**src/rtl/fhf_pkg.sv**
```systemverilog
// Shared types, constants and handshake structs for the flame heat field block.
// Used by fhf_ctrl, fhf_dpath, flame_heat_field_update and fhf_checker.
// No dependencies.
`default_nettype none

package fhf_pkg;

    // Grid size limits; storage and address widths follow from these.
    localparam int MAX_COLUMNS = 64;
    localparam int MAX_ROWS    = 64;

    localparam int COL_W  = (MAX_COLUMNS > 1) ? $clog2(MAX_COLUMNS) : 1;
    localparam int ROW_W  = (MAX_ROWS > 1) ? $clog2(MAX_ROWS) : 1;
    localparam int ADDR_W = COL_W + ROW_W;
    localparam int DEPTH  = 2 ** ADDR_W;

    // Widths of the effective (clamped) counts.
    localparam int CCNT_W = $clog2(MAX_COLUMNS + 1);
    localparam int RCNT_W = $clog2(MAX_ROWS + 1);

    // Configuration register reset values; the counts are held in 7-bit registers, max cooling in an 8-bit one.
    localparam logic [6:0] COLUMN_COUNT_RST = 7'((MAX_COLUMNS > 127) ? 127 : MAX_COLUMNS);
    localparam logic [6:0] ROW_COUNT_RST    = 7'((MAX_ROWS > 127) ? 127 : MAX_ROWS);
    localparam logic [7:0] MAX_COOLING_RST  = 8'd128;

    // Configuration register indexes.
    localparam logic [1:0] CFG_COLUMN_COUNT = 2'd0;
    localparam logic [1:0] CFG_ROW_COUNT    = 2'd1;
    localparam logic [1:0] CFG_MAX_COOLING  = 2'd2;

    // Action codes.
    localparam logic [1:0] ACT_COOL  = 2'd0;
    localparam logic [1:0] ACT_DRIFT = 2'd1;
    localparam logic [1:0] ACT_READ  = 2'd2;

    // Division by three as multiplication by a reciprocal: (s * 683) >> 11 is
    // exact for every sum of three 8-bit values.
    localparam logic [10:0] RECIP3     = 11'd683;
    localparam int          DIV3_SHIFT = 11;

    typedef struct packed {
        logic [1:0] action;
        logic [5:0] column;
        logic [5:0] row;
        logic [7:0] amount;
    } t_in_item;

    typedef struct packed {
        logic [7:0] heat;
        logic       out_of_range;
    } t_out_item;

    // Read address sources.
    typedef enum logic [1:0] {
        RD_ITEM,
        RD_FLIP,
        RD_SCAN
    } t_rd_src;

    // Write address and data sources.
    typedef enum logic [2:0] {
        WR_NONE,
        WR_CLEAR,
        WR_COOL,
        WR_MEAN3,
        WR_MEAN2,
        WR_COPY,
        WR_SPARK
    } t_wr_src;

    typedef struct packed {
        logic    load;
        logic    rd_en;
        t_rd_src rd_src;
        logic    rd_load;
        logic    rd_dec;
        t_wr_src wr_src;
        logic    out_load;
    } t_dp_cmd;

    typedef struct packed {
        logic [1:0] in_action;
        logic       in_flag;
        logic       rows_gt2;
        logic       rd_zero;
        logic       dv_full;
        logic       clr_last;
    } t_dp_sts;

endpackage

`default_nettype wire

```
**src/rtl/fhf_ctrl.sv**
```systemverilog
// Controller of the flame heat field block: sequences the clearing pass, the
// cool, read and drift actions, and owns the input and output handshakes.
// Depends on fhf_pkg; drives fhf_dpath through t_dp_cmd.
`default_nettype none

module fhf_ctrl (
    input  wire              logic i_clk,
    input  wire              logic i_rst_n,
    input  wire              logic i_in_valid,
    output                   logic o_in_ready,
    output                   logic o_out_valid,
    input  wire              logic i_out_ready,
    input  wire fhf_pkg::t_dp_sts  i_sts,
    output fhf_pkg::t_dp_cmd       o_cmd
);

    typedef enum logic [3:0] {
        S_CLEAR,
        S_IDLE,
        S_COOL_RD,
        S_COOL_WR,
        S_READ_RD,
        S_DR_RD,
        S_DR_LAST,
        S_DR_MEAN2,
        S_DR_COPY,
        S_DR_SPARK,
        S_DONE
    } t_state;

    t_state r_state;
    t_state n_state;
    logic   r_out_valid;
    logic   accept;
    logic   out_free;

    assign o_in_ready = (r_state == S_IDLE);
    assign accept     = i_in_valid && o_in_ready;
    assign out_free   = !r_out_valid || i_out_ready;

    always_comb begin
        o_cmd        = '0;
        o_cmd.rd_src = fhf_pkg::RD_ITEM;
        o_cmd.wr_src = fhf_pkg::WR_NONE;
        n_state      = r_state;
        unique case (r_state)
            S_CLEAR: begin
                o_cmd.wr_src = fhf_pkg::WR_CLEAR;
                if (i_sts.clr_last) begin
                    n_state = S_IDLE;
                end
            end
            S_IDLE: begin
                if (accept) begin
                    o_cmd.load    = 1'b1;
                    o_cmd.rd_load = 1'b1;
                    priority if (i_sts.in_flag) begin
                        n_state = S_DONE;
                    end else if (i_sts.in_action == fhf_pkg::ACT_COOL) begin
                        n_state = S_COOL_RD;
                    end else if (i_sts.in_action == fhf_pkg::ACT_READ) begin
                        n_state = S_READ_RD;
                    end else if (i_sts.in_action == fhf_pkg::ACT_DRIFT) begin
                        n_state = i_sts.rows_gt2 ? S_DR_RD : S_DR_SPARK;
                    end else begin
                        n_state = S_DONE;
                    end
                end
            end
            S_COOL_RD: begin
                o_cmd.rd_en = 1'b1;
                n_state     = S_COOL_WR;
            end
            S_COOL_WR: begin
                o_cmd.wr_src = fhf_pkg::WR_COOL;
                n_state      = S_DONE;
            end
            S_READ_RD: begin
                o_cmd.rd_en  = 1'b1;
                o_cmd.rd_src = fhf_pkg::RD_FLIP;
                n_state      = S_DONE;
            end
            // Rows are read downwards one a cycle; each arrival with two rows
            // above it in the window writes the mean three rows higher.
            S_DR_RD: begin
                o_cmd.rd_en  = 1'b1;
                o_cmd.rd_src = fhf_pkg::RD_SCAN;
                o_cmd.rd_dec = 1'b1;
                if (i_sts.dv_full) begin
                    o_cmd.wr_src = fhf_pkg::WR_MEAN3;
                end
                if (i_sts.rd_zero) begin
                    n_state = S_DR_LAST;
                end
            end
            S_DR_LAST: begin
                if (i_sts.dv_full) begin
                    o_cmd.wr_src = fhf_pkg::WR_MEAN3;
                end
                n_state = S_DR_MEAN2;
            end
            S_DR_MEAN2: begin
                o_cmd.wr_src = fhf_pkg::WR_MEAN2;
                n_state      = S_DR_COPY;
            end
            S_DR_COPY: begin
                o_cmd.wr_src = fhf_pkg::WR_COPY;
                n_state      = S_DR_SPARK;
            end
            S_DR_SPARK: begin
                o_cmd.wr_src = fhf_pkg::WR_SPARK;
                n_state      = S_DONE;
            end
            S_DONE: begin
                if (out_free) begin
                    o_cmd.out_load = 1'b1;
                    n_state        = S_IDLE;
                end
            end
            default: begin
                n_state = S_IDLE;
            end
        endcase
    end

    always_ff @(posedge i_clk) begin
        if (!i_rst_n) begin
            r_state     <= S_CLEAR;
            r_out_valid <= 1'b0;
        end else begin
            r_state <= n_state;
            if (o_cmd.out_load) begin
                r_out_valid <= 1'b1;
            end else if (i_out_ready) begin
                r_out_valid <= 1'b0;
            end
        end
    end

    assign o_out_valid = r_out_valid;

endmodule

`default_nettype wire

```
**config.mk**
```make
export PLATFORM = sky130hd
export DESIGN_NAME = fhf_ctrl
export DESIGN_NICKNAME = d
export VERILOG_FILES = /design/src/rtl/fhf_pkg.sv /design/src/rtl/fhf_ctrl.sv
export SDC_FILE = /design/constraint.sdc
export NUM_CORES = 1
export LEC_CHECK = 0
export ABC_AREA = 0
export BUFFER_PORTS_ARGS = -buffer_cell sky130_fd_sc_hd__buf_2
export CAP_MARGIN = 20
export CORE_AREA = 2 2 39 41
export CTS_BUF_LIST = sky130_fd_sc_hd__clkbuf_4 sky130_fd_sc_hd__clkbuf_8
export CTS_CLUSTER_SIZE = 14
export DETAILED_ROUTE_END_ITERATION = 12
export DIE_AREA = 0 0 41 43
export HOLD_SLACK_MARGIN = 0.15
export PLACE_DENSITY = 0.72
export SYNTH_ARGS = -nofsm -noshare
export SYNTH_HDL_FRONTEND = slang
export SYNTH_SLANG_ARGS = --single-unit
```
**constraint.sdc**
```tcl
create_clock -name i_clk -period 2.6 [get_ports i_clk]
set_clock_uncertainty 0.05 [all_clocks]
set_input_delay 0.52 -clock i_clk [delete_from_list [all_inputs] [get_ports i_clk]]
set_output_delay 0.52 -clock i_clk [all_outputs]
set_load 0.03 [all_outputs]
```
==> flow_summary_export.csv, run 1 <==
group,metric,value,unit
status,status,"finished clean",
clocking,cts_tree,"built",
clocking,post_cts_buffers,0,
floorplanning,fp-row-count,14,
layout,fin_util,0.490,
critical_path,cp_cell_sequence,"inv_1 > o21ai_1 > a32oi_1 > o22ai_1 > buf_2",
sta,maxSlewHeadroom,0.622,
floorplanning,coreArea,1380,um2
flow_run,drv_cap,0,
placement,dpl_cell_area,648,um2
global_routing,grt_max_degree,17,
critical_path,crit_path_start_kind,"flip-flop",
layout,final_cell_mix,"buf_2 (22), o21ai_1 (7), nand2_1 (6)",
layout,n_fill_cell,150,
global_routing,grt_overflow,0,
critical_path,r2r_start,"r_state[0]",
synthesis,synth_ff_type,"dfxtp_1",
placement,dp_hpwl,1020,um
placement,dp_slack,0.666,ns
layout,antenna_cells,0,
detailed_routing,wire_per_inst,12.3,um
sta,slew_viol_final,0,
clocking,clockBufferDepth,2,
critical_path,timing.critical_path.arrival,1.65,ns
synthesis,syn_inst,74,
synthesis,yosysTopAreaCellShare,0.176,
floorplanning,num_io_pins,23,
clocking,post_cts_resized,0,
sta,finalCritPeriodShare,0.853,
power_and_ir_drop,p_leak,0.318,nW
detailed_routing,ant_nets,0,
synthesis,async_reset_ff_frac,0,
critical_path,worstPathMaxFanout,15,
sta,rsz0062_at_grt,"false",
sta,fin_crit,2.22,ns
hold_path,hold_class,"in2reg",
critical_path,regToRegSetupSlack,1.03,ns
synthesis,syn_area_per_cell,7.68,um2
layout,fin_nets,109,
layout,drive_gt1_frac,0.330,
floorplanning,die_x,41,um
clocking,cts_max_level,1,
layout,area_delta_synth_final,19.4,%
global_routing,grtUsageTotal,0.172,
layout,fin_area,678,um2
clocking,clock-sinks,5,
power_and_ir_drop,powerDensity,406,nW/um2
layout,regArea,100,um2
layout,multi_input_area,399,um2
synthesis,synthTopCellsByArea,"dfxtp_1 (18%), ha_1 (6.6%), o21ai_1 (6.2%)",
global_routing,grt_pass1_wl,2110,um
critical_path,path_class,"reg2out",
clocking,clkTransAtPathRegs,0.05,ns
critical_path,cp-end-kind,"output port",
detailed_routing,drt-initial-drc-count,12,
critical_path,crit_required,2.03,ns
clocking,cts-root-buf,"clkbuf_4",
global_routing,antenna_found_initial,0,
detailed_routing,via_per_inst,5.43,
sta,worst_slew_pin_slew,0.567,ns
synthesis,seq_area_frac_synth,0.176,
synthesis,synth_area_leader_cell,"dfxtp_1",
detailed_routing,drc_errors,0,
placement,portBuffers,22,
detailed_routing,routed_wl,1350,um
placement,routabilityCongestion,0.810,
detailed_routing,dr.pass1.iters,4,
clocking,cts_buffers,3,
clocking,cts_hold_buf,0,
global_routing,grt_pass1_vias,536,
critical_path,max_stage_delay,0.63,ns
synthesis,yosys_warnings,0,
synthesis,syn_nets,88,
floorplanning,die_y,43,um
power_and_ir_drop,peakVddDrop,0.000339,V
sta,hold_ws,0.495,ns
synthesis,synth_edf_count,0,
detailed_routing,routed-via-count,597,
critical_path,r2r-end,"r_state[2]",
synthesis,synth_area,568,um2
sta,finalSetupTns,0,ns
layout,layout_commonest_cell,"buf_2",
critical_path,crit_slowest_cell,"dfxtp_1",
sta,finalSetupViolations,0,
sta,timing.fmax,451,MHz
sta,setup_slack,0.383,ns
clocking,clock_latency,0.24,ns
sta,final_hold_viol_count,0,
floorplanning,start_util,0.410,
critical_path,cp-startpoint,"r_state[1]",
floorplanning,die_area,1760,um2
critical_path,cp-endpoint,"o_cmd[2]",
synthesis,ys_seq_elements,5,
synthesis,synth.distinct_cells,38,
critical_path,reg2reg_depth,4,
==> metrics by stage <==
stage | cells | power, mW
detailed placement | 106 | 0.177
global placement | 106 | 0.176
global route | 110 | 0.293
CTS | 110 | 0.279
floorplan | 74 | 0.157
finish | 110 | 0.276
==> final cells by class <==
class | instances | share of cell area
repair buffers | 22 | 0.162
flip-flops and latches | 5 | 0.148
inverters | 5 | 0.0277
well taps | 16 | 0.0295
clock buffers | 4 | 0.0443
multi-input cells | 58 | 0.589
==> worst min-delay path by stage <==
| stage | end | slack (ns) | cells after the start | startpoint |
|---|---|---|---|---|
| floorplan | o_out_valid | 0.52 | 2 | r_state[1] |
| global placement | o_out_valid | 0.48 | 2 | o_out_valid |
| detailed placement | o_out_valid | 0.50 | 2 | o_out_valid |
| CTS | r_state[1] | 0.49 | 3 | i_rst_n |
| global route | r_state[1] | 0.51 | 3 | i_rst_n |
| finish | r_state[1] | 0.49 | 3 | i_rst_n |
==> power by group <==
group	switching (mW)	internal, mW
combinational	0.0470	0.0366
clock	0.0313	0.0684
sequential	0.0120	0.0801
total	0.0904	0.185
==> flip-flops by register name (all words and copies together) (netlist names) <==
name,count
r_state,4
o_out_valid,1
==> critical path, delay by kind of cell (launching register included) <==
kind | cells | cell delay, ns
flops | 1 | 0.63
compound gates | 3 | 0.39
buf+inv | 2 | 0.39
==> cells in the mapped netlist, types with 2 or more instances <==
cell type	instances
a21oi_1	3
a2bb2oi_1	2
and3_1	3
and3b_1	2
buf_4	3
buf_6	2
dfxtp_1	5
ha_1	3
inv_1	3
nand2_1	6
nand2b_1	3
nor2_1	2
nor2b_1	2
nor3_1	2
o211ai_1	3
o21ai_1	7
o31ai_1	2
==> kinds of logic (layout without fill, tap and decap cells) <==
kind of cell	Yosys count	in the layout	share of synthesized area
AO/OA/AOI/OAI	26	26	0.306
adder cells (fa/ha/maj)	3	3	0.0661
buffers and inverters	11	31	0.121
flip-flops	5	5	0.176
AND/OR/NAND/NOR	29	29	0.330
==> routing by layer <==
metal / GRT usage / part of all wire
met5: 0 / 0
met4: 0.0400 / 0
met2: 0.297 / 0.51
met1: 0.188 / 0.44
met3: 0.0628 / 0.047
No activity file was read; power rests on OpenSTA's default activity.
==> inputs of run 2 (changes only) <==
--- a/config.mk
+++ b/config.mk
@@ -15,3 +15,2 @@
 export DIE_AREA = 0 0 41 43
-export HOLD_SLACK_MARGIN = 0.15
 export PLACE_DENSITY = 0.72
==> constraint.sdc (replaced) <==
create_clock -name i_clk -period 2.6 [get_ports i_clk]
set_clock_uncertainty 0.05 [all_clocks]
set_input_delay 0.65 -clock i_clk [delete_from_list [all_inputs] [get_ports i_clk]]
set_output_delay 0.65 -clock i_clk [all_outputs]
set_load 0.03 [all_outputs]
==> run 2 against run 1 <==
Net effect: sequential share of layout area is the same; wire length shrank 3.8%; clock-buffer cell count is the same; fmax shrank 5.3%.
==> flow_summary_export.csv, run 2 (same netlist as run 1, synthesis figures left out) <==
group,metric,value,unit
status,status,"finished clean",
sta,hold_ws,0.485,ns
critical_path,critPathTopFamily,"flip-flops",
hold_path,whs_path_depth,2,
detailed_routing,drc_errors,0,
clocking,clockBufferDepth,2,
critical_path,reg2reg_depth,4,
clocking,clock-sinks,5,
clocking,cts-root-buf,"clkbuf_4",
power_and_ir_drop,powerDensity,404,nW/um2
sta,fin_crit,2.34,ns
sta,worst_slew_pin_slew,0.586,ns
critical_path,max_stage_delay,0.63,ns
layout,n_fill_cell,144,
floorplanning,die_x,41,um
floorplanning,coreArea,1380,um2
layout,top_register,"r_state",
detailed_routing,wire_per_inst,11.8,um
layout,fin_nets,109,
detailed_routing,ant_nets,0,
sta,finalCritPeriodShare,0.900,
floorplanning,die_y,43,um
sta,setup_slack,0.259,ns
critical_path,timing.critical_path.arrival,1.64,ns
global_routing,grt_pass1_wl,2100,um
placement,dp_slack,0.521,ns
global_routing,antenna_found_initial,0,
flow_run,drv_cap,0,
critical_path,crit_path_start_kind,"flip-flop",
clocking,post_cts_buffers,0,
global_routing,grt_overflow,0,
critical_path,crit_required,1.90,ns
critical_path,cp_cell_sequence,"inv_1 > o21ai_1 > a32oi_1 > o22ai_1 > buf_2",
placement,dp.cells,106,
layout,final_cells,110,
critical_path,path_class,"reg2out",
sta,finalSetupViolations,0,
clocking,clock_latency,0.24,ns
sta,finalSetupTns,0,ns
detailed_routing,routed_wl,1300,um
floorplanning,num_io_pins,23,
sta,timing.fmax,427,MHz
placement,routabilityCongestion,0.763,
layout,fin_util,0.490,
layout,antenna_cells,0,
sta,final_hold_viol_count,0,
clocking,cts_buffers,3,
placement,dpl_cell_area,648,um2
critical_path,r2r_start,"r_state[0]",
global_routing,grt_pass1_vias,526,
floorplanning,fp-row-count,14,
detailed_routing,routed-via-count,615,
layout,drive_gt1_frac,0.330,
critical_path,path_buf_inv,2,
clocking,cts_max_level,1,
sta,rsz0062_at_grt,"false",
detailed_routing,drt-initial-drc-count,8,
layout,largest_register_ffs,4,
global_routing,grt_max_degree,17,
critical_path,cp.depth,5,
global_routing,grtUsageTotal,0.178,
layout,layout_commonest_cell,"buf_2",
clocking,cts_hold_buf,0,
sta,slew_viol_final,0,
placement,dp_hpwl,994,um
sta,maxSlewHeadroom,0.609,
layout,area_delta_synth_final,19.4,%
floorplanning,die_area,1760,um2
detailed_routing,via_per_inst,5.59,
clocking,post_cts_resized,0,
power_and_ir_drop,finalPower,0.274,mW
hold_path,hold_class,"reg2reg",
detailed_routing,dr.pass1.iters,4,
layout,fin_area,678,um2
power_and_ir_drop,peakVddDrop,0.000309,V
hold_path,worstHoldStart,"o_out_valid",
critical_path,crit_slowest_cell,"dfxtp_1",
critical_path,worstPathMaxFanout,15,
power_and_ir_drop,p_leak,0.318,nW
floorplanning,start_util,0.410,
placement,portBuffers,22,
critical_path,cp-end-kind,"output port",
critical_path,cp-startpoint,"r_state[1]",
clocking,cts_tree,"built",
clocking,clkTransAtPathRegs,0.04,ns
layout,final_cell_mix,"buf_2 (22), o21ai_1 (7), nand2_1 (6)",
run 2: cell type report:
type                            count  area, um2  share of cell area
Inverter                            5       18.8              0.0277
Timing Repair Buffer               22        110               0.162
Clock buffer                        4       30.0              0.0443
Tap cell                           16       20.0              0.0295
Multi-Input combinational cell     58        399               0.589
Sequential cell                     5        100               0.148
run 2: power breakdown:
group          internal [mW]  total (mW)  switching (mW)
sequential            0.0802      0.0925          0.0124
clock                 0.0683      0.0980          0.0297
combinational         0.0366      0.0833          0.0467
total                  0.185       0.274          0.0888
run 2: final timing paths:
kind | end | slack, ns
setup reg to reg | r_state[2] | 1.03
hold / removal | o_out_valid | 0.48
hold reg to reg | o_out_valid | 0.48
setup / recovery | o_cmd[2] | 0.26
run 2: layer usage:
layer  global-route usage  vias to the layer above  wire length (um)
li1                     -                      314                 -
met1                0.188                      283               548
met2                0.288                       16               673
met3               0.0838                        2                66
met4               0.0733                        0                11
met5                    0                        -                 0
run 2: worst reg2reg max path: cells and delay by family (launching register included):
family	cells	cell delay (ns)
DFF	1	0.61
AOI/OAI and AO/OA	2	0.34
and+or+nand+nor	2	0.47
==> inputs of run 3 (changes only) <==
CORE_AREA = 10 10 47 49   (was 2 2 39 41)
DIE_AREA = 0 0 57 59   (was 0 0 41 43)
==> run 3 against run 2 <==
Net effect: wire length is 18% higher; critical path type unchanged; highest routed layer unchanged; register-to-register slack hardly changed; fmax hardly changed; non-clock buffer count stayed put; design area stayed put; via count is 0.65% lower; clock power is 0.5% higher; sequential share of layout area stayed put; core utilization is 0.61 points lower; total power is 0.50% higher; clock-buffer cell count stayed put; global-route usage is 8.8 points lower.
==> flow_summary_export.csv, run 3 (same netlist as run 1, synthesis figures left out) <==
group,metric,value,unit
sta,timing.fmax,427,MHz
power_and_ir_drop,swShare,0.328,
floorplanning,die_x,57,um
clocking,post_cts_resized,0,
global_routing,grt_overflow,0,
clocking,cts-root-buf,"clkbuf_4",
placement,dpl_cell_area,648,um2
detailed_routing,dr.pass1.iters,4,
global_routing,grtUsageTotal,0.0899,
detailed_routing,wire_per_inst,13.9,um
sta,finalSetupTns,0,ns
power_and_ir_drop,powerDensity,406,nW/um2
placement,routabilityCongestion,0.843,
global_routing,grt_max_degree,17,
detailed_routing,drt-initial-drc-count,13,
power_and_ir_drop,p_int,0.185,mW
sta,maxSlewHeadroom,0.614,
hold_path,hold_class,"reg2reg",
clocking,cts_max_level,1,
critical_path,worstPathMaxFanout,14,
placement,dp_slack,0.525,ns
critical_path,path_class,"reg2out",
layout,fin_nets,109,
layout,largest_register_ffs,4,
detailed_routing,drc_errors,0,
layout,final_cell_mix,"buf_2 (22), o21ai_1 (7), nand2_1 (6)",
power_and_ir_drop,pwr-share-seq,0.336,
critical_path,crit_required,1.90,ns
floorplanning,num_io_pins,23,
placement,portBuffers,22,
floorplanning,fp-row-count,14,
layout,fin_area,678,um2
critical_path,timing.critical_path.arrival,1.64,ns
power_and_ir_drop,clkPwrFrac,0.358,
layout,n_fill_cell,147,
sta,worst_slew_pin_slew,0.579,ns
critical_path,cp-startpoint,"r_state[0]",
clocking,cts_buffers,3,
clocking,cts_tree,"built",
clocking,clock_latency,0.24,ns
sta,rsz0062_at_grt,"false",
critical_path,reg2reg_depth,4,
hold_path,min_delay_worst_endpoint,"o_out_valid",
critical_path,regToRegSetupSlack,1.02,ns
floorplanning,coreArea,1400,um2
layout,area_delta_synth_final,19.4,%
status,status,"finished clean",
hold_path,whs_path_depth,2,
layout,fin_util,0.484,
detailed_routing,via_per_inst,5.55,
global_routing,grt_pass1_vias,584,
clocking,clockBufferDepth,2,
sta,fin_crit,2.34,ns
sta,slew_viol_final,0,
power_and_ir_drop,p_sw,0.0903,mW
power_and_ir_drop,p_leak,0.318,nW
clocking,clock-sinks,5,
layout,antenna_cells,0,
global_routing,antenna_found_initial,0,
hold_path,worstHoldStart,"o_out_valid",
global_routing,grt_pass1_wl,2570,um
critical_path,r2r_start,"r_state[0]",
clocking,clkTransAtPathRegs,0.04,ns
detailed_routing,ant_nets,0,
power_and_ir_drop,peakVddDrop,0.000340,V
clocking,cts_hold_buf,0,
sta,setup_slack,0.258,ns
power_and_ir_drop,comb_power_share,0.306,
critical_path,r2r-end,"r_state[2]",
floorplanning,start_util,0.405,
critical_path,cp-end-kind,"output port",
floorplanning,die_area,3360,um2
placement,dp_hpwl,1210,um
layout,top_register,"r_state",
detailed_routing,routed_wl,1530,um
sta,finalCritPeriodShare,0.901,
layout,layout_commonest_cell,"buf_2",
flow_run,drv_cap,0,
sta,finalSetupViolations,0,
layout,drive_gt1_frac,0.330,
critical_path,crit_path_start_kind,"flip-flop",
sta,final_hold_viol_count,0,
detailed_routing,routed-via-count,611,
clocking,post_cts_buffers,0,
floorplanning,die_y,59,um
==> run 3: cell counts in the layout (fill, tap and decap cells not counted) <==
Identical to the previous run, type by type.
==> run 3: critical path, stage by stage, from the launching register on <==
cell and delay [ns]:
dfxtp_1 0.61, and2b_1 0.28, o21ai_1 0.23, o2bb2ai_1 0.10
buf_2 0.18
==> run 3: worst max-delay path by stage <==
stage	cells after the start	to	slack [ns]
finish	4	o_cmd[1]	0.26
global route	4	o_cmd[1]	0.10
CTS	4	o_cmd[1]	0.25
detailed placement	5	o_cmd[2]	0.53
global placement	4	o_cmd[1]	0.54
floorplan	3	o_cmd[3]	0.43
==> run 3: per-stage QoR <==
| step | cells | hold WS (ns) | total power [mW] |
|---|---|---|---|
| 2_1_floorplan | 74 | 0.519 | 0.157 |
| 3_3_place_gp | 106 | 0.489 | 0.177 |
| 3_5_place_dp | 106 | 0.490 | 0.178 |
| 4_1_cts | 110 | 0.510 | 0.281 |
| 5_1_grt | 110 | 0.562 | 0.297 |
| 6_report | 110 | 0.511 | 0.275 |
==> run 3: per-layer routing <==
layer,vias to the layer above,GRT usage,wire [um]
li1,310,-,-
met1,272,0.104,682
met2,27,0.143,699
met3,2,0.0300,125
met4,0,0.0503,20
met5,-,0,0
==> run 3: power by group through the flow <==
stage	sequential, mW	combinational (mW)	clock (mW)
final	0.0925	0.0843	0.0985
after global routing	0.0936	0.0940	0.109
after CTS	0.0924	0.0850	0.103
after detailed placement	0.0936	0.0848	0
after global placement	0.0932	0.0837	0
after floorplan	0.0851	0.0717	0
==> run 3: final cells by class <==
class	instances	area (um2)	area share
inverters	5	18.8	0.0277
flip-flops and latches	5	100	0.148
well taps	16	20.0	0.0295
clock buffers	4	30.0	0.0443
repair buffers	22	110	0.162
multi-input cells	58	399	0.589
